## config.mk

```make
export PLATFORM = sky130hd
export DESIGN_NAME = command_pulse_and_wake_sequencer
export DESIGN_NICKNAME = d
export VERILOG_FILES = /design/src/hw/rtl/cpws_pkg.sv /design/src/hw/rtl/cpws_csr.sv /design/src/hw/rtl/cpws_core.sv /design/src/hw/rtl/command_pulse_and_wake_sequencer.sv
export SDC_FILE = /design/constraint.sdc
export NUM_CORES = 1
export LEC_CHECK = 0
export ABC_CLOCK_PERIOD_IN_PS = 2700
export BUFFER_PORTS_ARGS = -buffer_cell sky130_fd_sc_hd__clkbuf_2
export CORE_MARGIN = 2
export CORE_UTILIZATION = 60
export DETAILED_ROUTE_END_ITERATION = 6
export GPL_TIMING_DRIVEN = 0
export PLACE_DENSITY = 0.9
export SYNTH_ARGS = -nofsm -noshare
export SYNTH_HDL_FRONTEND = slang
export SYNTH_HIERARCHICAL = 1
export SYNTH_SLANG_ARGS = --single-unit
```

## constraint.sdc

```tcl
create_clock -name clock -period 2.7 [get_ports clock]
set_clock_uncertainty 0.2 [all_clocks]
set_input_delay 0.54 -clock clock [delete_from_list [all_inputs] [get_ports clock]]
set_output_delay 0.54 -clock clock [all_outputs]
set_load 0.005 [all_outputs]
```

## src/hw/rtl/cpws_pkg.sv

```systemverilog
// Package: shared types, codes and reset constants of the command pulse and wake sequencer.
`default_nettype none

package cpws_pkg;

   // Default countdown width
   localparam int COUNT_BITS_DEFAULT = 16;

   // Configuration register width and index width of the register port
   localparam int CSR_DATA_BITS  = 16;
   localparam int CSR_INDEX_BITS = 3;

   // Reset values of the configuration registers
   localparam logic [CSR_DATA_BITS-1:0] WAKE_HIGH_RESET     = 16'd60;
   localparam logic [CSR_DATA_BITS-1:0] WAKE_LOW_RESET      = 16'd2500;
   localparam logic [CSR_DATA_BITS-1:0] COMMAND_PULSE_RESET = 16'd1000;
   localparam logic [CSR_DATA_BITS-1:0] RESUME_DELAY_RESET  = 16'd2000;

   // Line numbers within the level vector
   localparam int LINE_OPEN      = 0;
   localparam int LINE_CLOSE     = 1;
   localparam int LINE_AUTOCLOSE = 2;
   localparam int LINE_COUNT     = 3;

   typedef enum logic {
      REQ_TICK    = 1'b0,
      REQ_COMMAND = 1'b1
   } req_kind_type;

   typedef enum logic [1:0] {
      CMD_OPEN      = 2'd0,
      CMD_CLOSE     = 2'd1,
      CMD_AUTOCLOSE = 2'd2,
      CMD_BAD       = 2'd3
   } cmd_code_type;

   typedef enum logic [CSR_INDEX_BITS-1:0] {
      CSR_WAKE_HIGH     = 3'd0,
      CSR_WAKE_LOW      = 3'd1,
      CSR_COMMAND_PULSE = 3'd2,
      CSR_RESUME_DELAY  = 3'd3
   } csr_index_type;

   // Configuration as seen by the sequencer core
   typedef struct packed {
      logic [CSR_DATA_BITS-1:0] wake_high_ms;
      logic [CSR_DATA_BITS-1:0] wake_low_ms;
      logic [CSR_DATA_BITS-1:0] command_pulse_ms;
      logic [CSR_DATA_BITS-1:0] resume_delay_ms;
   } cfg_type;

   // One result beat
   typedef struct packed {
      logic open_level;
      logic close_level;
      logic autoclose_level;
      logic rejected;
   } rsp_type;

endpackage

`default_nettype wire

```

## src/hw/rtl/cpws_csr.sv

```systemverilog
// Configuration register file of the command pulse and wake sequencer.
`default_nettype none

module cpws_csr
   import cpws_pkg::*;
(
   input  wire logic                      clock,
   input  wire logic                      reset,
   input  wire logic                      csr_write,
   input  wire logic [CSR_INDEX_BITS-1:0] csr_index,
   input  wire logic [CSR_DATA_BITS-1:0]  csr_wdata,
   output cfg_type                        cfg
);

   cfg_type cfg_ff;
   cfg_type cfg_in;

   // Decode the write; indexes beyond the list are dropped
   always_comb begin
      cfg_in = cfg_ff;
      if (csr_write) begin
         case (csr_index_type'(csr_index))
            CSR_WAKE_HIGH:     cfg_in.wake_high_ms     = csr_wdata;
            CSR_WAKE_LOW:      cfg_in.wake_low_ms      = csr_wdata;
            CSR_COMMAND_PULSE: cfg_in.command_pulse_ms = csr_wdata;
            CSR_RESUME_DELAY:  cfg_in.resume_delay_ms  = csr_wdata;
            default:           cfg_in = cfg_ff;
         endcase
      end
   end

   always_ff @(posedge clock) begin
      if (reset) begin
         cfg_ff.wake_high_ms     <= WAKE_HIGH_RESET;
         cfg_ff.wake_low_ms      <= WAKE_LOW_RESET;
         cfg_ff.command_pulse_ms <= COMMAND_PULSE_RESET;
         cfg_ff.resume_delay_ms  <= RESUME_DELAY_RESET;
      end else begin
         cfg_ff <= cfg_in;
      end
   end

   assign cfg = cfg_ff;

endmodule

`default_nettype wire

```

## src/hw/rtl/cpws_core.sv

```systemverilog
// Sequencer core: wake timer, command pulse timer and the three line levels.
`default_nettype none

module cpws_core
   import cpws_pkg::*;
#(
   parameter int COUNT_BITS = COUNT_BITS_DEFAULT
)
(
   input  wire logic         clock,
   input  wire logic         reset,
   input  wire logic         step,
   input  wire logic         item_kind,
   input  wire logic [1:0]   item_code,
   input  wire cfg_type      cfg,
   output rsp_type           result
);

   localparam logic [COUNT_BITS-1:0] CountOne = COUNT_BITS'(1);

   logic [COUNT_BITS-1:0] wake_count_ff, wake_count_in;
   logic                  wake_armed_ff, wake_armed_in;
   logic                  wake_phase_ff, wake_phase_in;
   logic [COUNT_BITS-1:0] pulse_count_ff, pulse_count_in;
   logic                  pulse_active_ff, pulse_active_in;
   logic [1:0]            pulse_line_ff, pulse_line_in;
   logic [LINE_COUNT-1:0] levels_ff, levels_in;
   logic                  rejected;

   // Next state for the item in the input register
   always_comb begin
      wake_count_in   = wake_count_ff;
      wake_armed_in   = wake_armed_ff;
      wake_phase_in   = wake_phase_ff;
      pulse_count_in  = pulse_count_ff;
      pulse_active_in = pulse_active_ff;
      pulse_line_in   = pulse_line_ff;
      levels_in       = levels_ff;
      rejected        = 1'b0;
      if (req_kind_type'(item_kind) == REQ_COMMAND) begin
         if (cmd_code_type'(item_code) == CMD_BAD) begin
            rejected = 1'b1;
         end else begin
            // valid command: stop wake timer, restart pulse on the chosen line
            wake_armed_in         = 1'b0;
            pulse_line_in         = item_code;
            pulse_active_in       = 1'b1;
            pulse_count_in        = COUNT_BITS'(cfg.command_pulse_ms);
            levels_in[item_code]  = 1'b1;
         end
      end else if (wake_armed_ff) begin
         if (wake_count_ff <= CountOne) begin
            // wake expiry: drive phase onto close, toggle, reload
            levels_in[LINE_CLOSE] = wake_phase_ff;
            wake_phase_in         = !wake_phase_ff;
            wake_count_in         = wake_phase_ff ? COUNT_BITS'(cfg.wake_high_ms)
                                                  : COUNT_BITS'(cfg.wake_low_ms);
         end else begin
            wake_count_in = wake_count_ff - CountOne;
         end
      end else if (pulse_active_ff) begin
         if (pulse_count_ff <= CountOne) begin
            // pulse ends: drop the line and re-arm wake with the resume delay
            levels_in[pulse_line_ff] = 1'b0;
            pulse_active_in          = 1'b0;
            pulse_count_in           = '0;
            wake_armed_in            = 1'b1;
            wake_count_in            = COUNT_BITS'(cfg.resume_delay_ms);
         end else begin
            pulse_count_in = pulse_count_ff - CountOne;
         end
      end
   end

   // State registers, updated only when the beat moves to the result register
   always_ff @(posedge clock) begin
      if (reset) begin
         wake_count_ff   <= COUNT_BITS'(WAKE_LOW_RESET);
         wake_armed_ff   <= 1'b1;
         wake_phase_ff   <= 1'b0;
         pulse_count_ff  <= '0;
         pulse_active_ff <= 1'b0;
         pulse_line_ff   <= '0;
         levels_ff       <= '0;
      end else if (step) begin
         wake_count_ff   <= wake_count_in;
         wake_armed_ff   <= wake_armed_in;
         wake_phase_ff   <= wake_phase_in;
         pulse_count_ff  <= pulse_count_in;
         pulse_active_ff <= pulse_active_in;
         pulse_line_ff   <= pulse_line_in;
         levels_ff       <= levels_in;
      end
   end

   assign result.open_level      = levels_in[LINE_OPEN];
   assign result.close_level     = levels_in[LINE_CLOSE];
   assign result.autoclose_level = levels_in[LINE_AUTOCLOSE];
   assign result.rejected        = rejected;

   // Exactly one of the two timers runs at any time
   a_one_timer: assert property (@(posedge clock) disable iff (reset)
      wake_armed_ff != pulse_active_ff)
      else $error("wake and pulse timers both running or both stopped");

   // The line of a pulse in flight is held high
   a_pulse_line_high: assert property (@(posedge clock) disable iff (reset)
      pulse_active_ff |->
         ((pulse_line_ff == CMD_OPEN      && levels_ff[LINE_OPEN])  ||
          (pulse_line_ff == CMD_CLOSE     && levels_ff[LINE_CLOSE]) ||
          (pulse_line_ff == CMD_AUTOCLOSE && levels_ff[LINE_AUTOCLOSE])))
      else $error("command pulse line not high");

   // A rejected command leaves all state alone
   a_reject_no_change: assert property (@(posedge clock) disable iff (reset)
      (step && rejected) |=>
         ($stable(levels_ff) && $stable(wake_count_ff) && $stable(pulse_count_ff) &&
          $stable(wake_armed_ff) && $stable(wake_phase_ff)))
      else $error("rejected command changed state");

   // A valid command always starts a pulse
   a_command_starts_pulse: assert property (@(posedge clock) disable iff (reset)
      (step && item_kind == REQ_COMMAND && !rejected) |=>
         (pulse_active_ff && !wake_armed_ff))
      else $error("valid command did not start a pulse");

endmodule

`default_nettype wire

```

## src/hw/rtl/command_pulse_and_wake_sequencer.sv

```systemverilog
// A request beat is registered, then its result is registered and drives rsp_valid.
// Throughput: one request per cycle; the single-pass update of the two countdowns sets this.
// A result held by rsp_ready low stalls the request register; req_ready drops once both are full.
// Reset (synchronous, active high): close line wake timer armed with the low time, no pulse,
// all lines low, configuration back to 60 / 2500 / 1000 / 2000 ms, both stages empty.
// Top level of the command pulse and wake sequencer.
`default_nettype none

module command_pulse_and_wake_sequencer
   import cpws_pkg::*;
#(
   parameter int COUNT_BITS = COUNT_BITS_DEFAULT
)
(
   input  wire logic                      clock,
   input  wire logic                      reset,
   // request channel
   input  wire logic                      req_valid,
   output logic                           req_ready,
   input  wire logic                      req_type,
   input  wire logic [1:0]                req_command_code,
   // result channel
   output logic                           rsp_valid,
   input  wire logic                      rsp_ready,
   output logic                           rsp_open_level,
   output logic                           rsp_close_level,
   output logic                           rsp_autoclose_level,
   output logic                           rsp_rejected,
   // configuration channel
   input  wire logic                      csr_valid,
   output logic                           csr_ready,
   input  wire logic [CSR_INDEX_BITS-1:0] csr_index,
   input  wire logic [CSR_DATA_BITS-1:0]  csr_wdata
);

   logic       in_valid_ff, in_valid_in;
   logic       in_kind_ff;
   logic [1:0] in_code_ff;
   logic       out_valid_ff, out_valid_in;
   rsp_type    out_data_ff;
   rsp_type    core_result;
   cfg_type    cfg;
   logic       advance;

   // Configuration is always taken
   assign csr_ready = 1'b1;

   cpws_csr u_csr (
      .clock     (clock),
      .reset     (reset),
      .csr_write (csr_valid),
      .csr_index (csr_index),
      .csr_wdata (csr_wdata),
      .cfg       (cfg)
   );

   // Beat moves from the request register to the result register
   assign advance   = in_valid_ff && (!out_valid_ff || rsp_ready);
   assign req_ready = !in_valid_ff || advance;

   cpws_core #(
      .COUNT_BITS (COUNT_BITS)
   ) u_core (
      .clock     (clock),
      .reset     (reset),
      .step      (advance),
      .item_kind (in_kind_ff),
      .item_code (in_code_ff),
      .cfg       (cfg),
      .result    (core_result)
   );

   // Stage valids
   assign in_valid_in  = (req_valid && req_ready) || (in_valid_ff && !advance);
   assign out_valid_in = advance || (out_valid_ff && !rsp_ready);

   always_ff @(posedge clock) begin
      if (reset) begin
         in_valid_ff  <= 1'b0;
         out_valid_ff <= 1'b0;
      end else begin
         in_valid_ff  <= in_valid_in;
         out_valid_ff <= out_valid_in;
      end
   end

   // Payload registers
   always_ff @(posedge clock) begin
      if (req_valid && req_ready) begin
         in_kind_ff <= req_type;
         in_code_ff <= req_command_code;
      end
      if (advance) begin
         out_data_ff <= core_result;
      end
   end

   assign rsp_valid           = out_valid_ff;
   assign rsp_open_level      = out_data_ff.open_level;
   assign rsp_close_level     = out_data_ff.close_level;
   assign rsp_autoclose_level = out_data_ff.autoclose_level;
   assign rsp_rejected        = out_data_ff.rejected;

endmodule

`default_nettype wire

```

======== After elaboration in Yosys (flattened, before gate mapping) ========
Index checks and enable logic that the tools add are counted.
storage, ports and cells
  bits of input ports ..................... 27
  output and inout port bits .............. 7
  flip-flop bits (word level) ............. 113
  logic and storage cells ................. 100
operators by class
  reduce and logical (&&, ||, !) cells .... 29
  $lt $le $gt $ge ......................... 6
  equality and inequality tests ........... 6
  muxes and demuxes ....................... 33
  add/sub/neg operators ................... 2
  bitwise gates (word level) .............. 5
operators with widths
  kind                     number
  $mux W16                 10
  $le A16 B1 Y1 const B    2
  $sub A16 B1 Y16 const B  2
  $mux W1                  17
  $mux W3                  4
  $reduce_and A4 Y1        3
  $reduce_and A2 Y1        5
  $eq A3 B2 Y1 const B     2
  $logic_and A1 B1 Y1      6
  $lt A2 B3 Y1 const B     2
  $reduce_and A3 Y1        2
  $reduce_bool A2 Y1       3
  $logic_not A1 Y1         5
  $demux W1 S2             2
  $ge A2 B1 Y1 const B     2
  $logic_or A1 B1 Y1       4
  $ne A2 B2 Y1 const B     2
  $and A3 B3 Y3            1
  $eq A3 B1 Y1 const B     1
  $logic_not A3 Y1         1
  $not A3 Y3               1
  $or A3 B3 Y3             1
  $eq A2 B2 Y1 const B     1
  $not A1 Y1               2

======== Depth between registers and ports, before layout ========
  depth in word-level cells ............... 10
  gate-level depth with buffers ........... 9
  depth with buffers taken out ............ 8

======== Modules after synthesis ========
Netlist, hierarchy kept.
modules (own cells, without submodules)
  module                            instances  area an instance (um^2)  cells each
  cpws_core                         1          3,020.4                  378
  cpws_csr                          1          2,572.5                  243
  command_pulse_and_wake_sequencer  1          325.3                    19

======== Least setup slack after synthesis ========
OpenSTA, ideal clock, no wires.
  kind .................................... flip-flop to flip-flop
  start ................................... register u_core.pulse_count_ff[6]
  end ..................................... register out_data_ff (netlist bit rsp_close_level), data pin
  clock period less this slack ............ 2.376 ns
  data required time ...................... 2.231 ns
  path slack .............................. 0.324 ns
  arrival ................................. 1.907 ns
  cell stages (with the launch flop) ...... 8
  library setup time ...................... 0.269 ns
  cell sequence ........................... dfxtp_1 -> clkbuf_2 -> or4_4 -> nor4_4 -> nand4_4 -> o311ai_0 -> o21a_1 -> o21ai_0
RTL lines
  item                    line                                    source
  start, declared         cpws_core.sv:24                         logic [COUNT_BITS-1:0] pulse_count_ff, pulse_count_in;
  start signal, assigned  cpws_core.sv:89                         pulse_count_ff <= pulse_count_in;
  end signal, assigned    command_pulse_and_wake_sequencer.sv:94  out_data_ff <= core_result;
  end, declared           command_pulse_and_wake_sequencer.sv:40  rsp_type out_data_ff;

==> impl_results.md <==
* Worst-skew pair later-pin latency at ~0.53 ns
* Final Hold Fails at 0
* Largest net degree at the start of global routing at 17
* Design Area, Final at 6850 um^2
* Vias in the first global route at ~5100
* Clock slew at reported path FFs at approximately 0.05 ns
* Final nets at ~730
* Remaining DRCs at 0
* Period minus WS final at 2.61 ns
* Top Ports at 34
* H-tree depth at 4
* Fraction of layout cells with a size suffix above 1 at 0.168
* Sequential share of the synthesized area at 0.394
* DRT Pass-1 Iters at 6
* Fill count at 658
* Initial Utilization at 0.611
* CTS Root Cell: clkbuf_8
* Die X at roughly 100 um
* Slew HR at 0.434
* Gate Count Post-Synth at 640
* Yosys top cell by area: dfxtp_1
* Critical Path AT at about 2.7 ns
* Primary FF master, synth: dfxtp_1
* Initial antenna violation count at 0
* Synth top area cells: dfxtp_1 36%, mux2i_1 16%, nand2b_1 6.7%
* Leak Pwr at 2.75 nW
* RSZ-0062 raised after global routing: true
* Placed cell area at roughly 6200 um^2
* Final cycle utilization of the critical path at 0.967
* Worst-path fanout max at 8
* Syn nets at about 670
* CP endpoint kind: register
* Setup violators final at 0
* Yosys warns at 6
* Dpl hpwl at approximately 11000 um
* Wirelength per Cell at 19.7 um
* P&R area growth vs syn at 15.7%
* Number of port buffers at 32
* Commonest cells after routing, fill and taps aside: 106 x dfxtp_1, 94 x mux2i_1, 67 x nor2_1, 63 x nand2b_1, 35 x clkbuf_2
* CTS tree: done
* Hold Crit Class: input pin to register
* Die H at 103 um
* Fin. max-slew vios at 0
* Max Cap Viol at 0
* Buffer levels on the longest clock path at 2
* Gr usage total at 0.327
* Gr ovfl total at 0
* Non-filler cells in the finished layout at between 800 and 900
* Via-to-Cell Ratio at 6.40
* Synth Area per Inst at around 9.2 um^2
* Share of Yosys cell area claimed by the top area cell type at 0.359
* CP required at roughly 2.8 ns
* Syn Std Cell Area at between 5000 and 6000 um^2
* TritonCTS buffer count at 17
* Leading cell type in the layout, fill and taps excluded: dfxtp_1
* Least-Margin Pin Slew at 0.849 ns
* CP Launch Type: register
* Diode count at 0
* GPL Wtd Cong at about 0.95
* TritonCTS Sinks at 113
* Antenna viol nets, final at 0
* Die area at approximately 11000 um^2
* Multi-input gate area at 3320 um^2
* EDFF count, synth at 7
* Final setup TNS at 0 ns
* Routed WL at roughly 17000 um
* Reg area at approximately 2300 um^2
* Yosys reg bits at 113
* Initial DRC count at 650
* Core area at 9680 um^2
* Worst IR Drop VDD at between 0.0005 and 0.0006 V
* Row count at 36
* Asr flop ratio synth at 0
* Yosys cell types at 70
* Run status: finished, final reports clean
* FMAX at roughly 380 MHz
* First-pass GRT wire length at 26300 um
* Pwr dens at approximately 640 nW/um^2
* Total number of vias at ~5400
* Placed Cells at between 800 and 900
* Setup Crit Path Kind: register to register
-- path summary, 6_finish.rpt --
path	start	endpoint	slack, ns	depth (start not counted)
hold / removal	reset	in_valid_ff	0.03	2
setup / recovery	u_core/pulse_count_ff[6]	rsp_close_level	0.09	7
hold reg to reg	u_csr/cfg[37]	u_csr/cfg[37]	0.28	2
setup reg to reg	u_core/pulse_count_ff[6]	rsp_close_level	0.09	7
-- worst max-delay path, stage by stage, from the launching register on --
cell and delay (ns):
dfxtp_1 0.29, clkbuf_2 0.16, or4_4 0.62, nor4_4 0.26
nand4_4 0.22, o311ai_2 0.28, o21a_1 0.20, o21ai_0 0.09
-- cell usage after synthesis, types with 8 or more instances --
library cell / n
nand2_1: 34
a31oi_1: 9
inv_1: 12
a22oi_1: 8
nand3_1: 12
dfxtp_1: 106
o21ai_0: 20
a21oi_1: 25
nand2b_1: 63
mux2i_1: 94
nor2_1: 67
nor3_1: 22
clkbuf_1: 23
-- what timing repair did --
item / 4_1_cts / 5_1_grt
setup buffers: 0 / 0
endpoints found under the setup margin: 1 / 19
endpoints found under the hold margin: 3 / 0
hold buffers: 3 / 0
gates resized for setup: 1 / 5
-- layer usage --
| layer | GRT usage | up-vias | part of all wire |
|---|---|---|---|
| met2 | 0.526 | 347 | 0.47 |
| met3 | 0.0618 | 67 | 0.083 |
| li1 | - | 2387 | - |
| met5 | 0 | - | 0 |
| met4 | 0.165 | 0 | 0.042 |
| met1 | 0.422 | 2579 | 0.40 |
-- stage by stage --
stage,power [mW],utilization,setup slack (ns),hold slack (ns)
finish,4.41,0.707,0.0884,0.0345
CTS,4.39,0.705,0.0669,0.0239
detailed placement,2.35,0.645,-0.104,0.264
global placement,2.33,0.645,-0.0519,0.258
global route,4.54,0.707,-0.0828,0.0285
floorplan,2.20,-,0.324,0.246
-- final cells by class --
cell class / count / area share
well taps: 133 / 0.0243
flip-flops and latches: 113 / 0.341
inverters: 12 / 0.00658
multi-input cells: 470 / 0.484
clock buffers: 24 / 0.0733
repair buffers: 35 / 0.0278
plain buffers: 45 / 0.0356
clock inverters: 8 / 0.00731
-- report_power, final --
group	switching (mW)	leakage, nW	total, mW	internal, mW
clock network	0.782	0.272	2.06	1.27
registers	0.0561	0.928	1.80	1.74
logic	0.339	1.55	0.561	0.222
total	1.18	2.75	4.41	3.24
-- state kept, by name, summed over array words and instances (netlist names), 2 cells and up --
register	cells
u_core/levels_ff	3
u_core/wake_count_ff	16
u_csr/cfg	64
in_code_ff	2
u_core/pulse_count_ff	16
u_core/pulse_line_ff	2
-- cells by family after synthesis --
group,count (synthesis),share of synthesized area
XOR/XNOR,11,0.0163
AND/OR/NAND/NOR,251,0.241
other,1,0.000634
multiplexers,95,0.161
buffers and inverters,57,0.0484
flip-flops,113,0.394
adder cells (fa/ha/maj),4,0.00846
AO/OA/AOI/OAI,108,0.130
No activity file was read; power rests on OpenSTA's default activity.
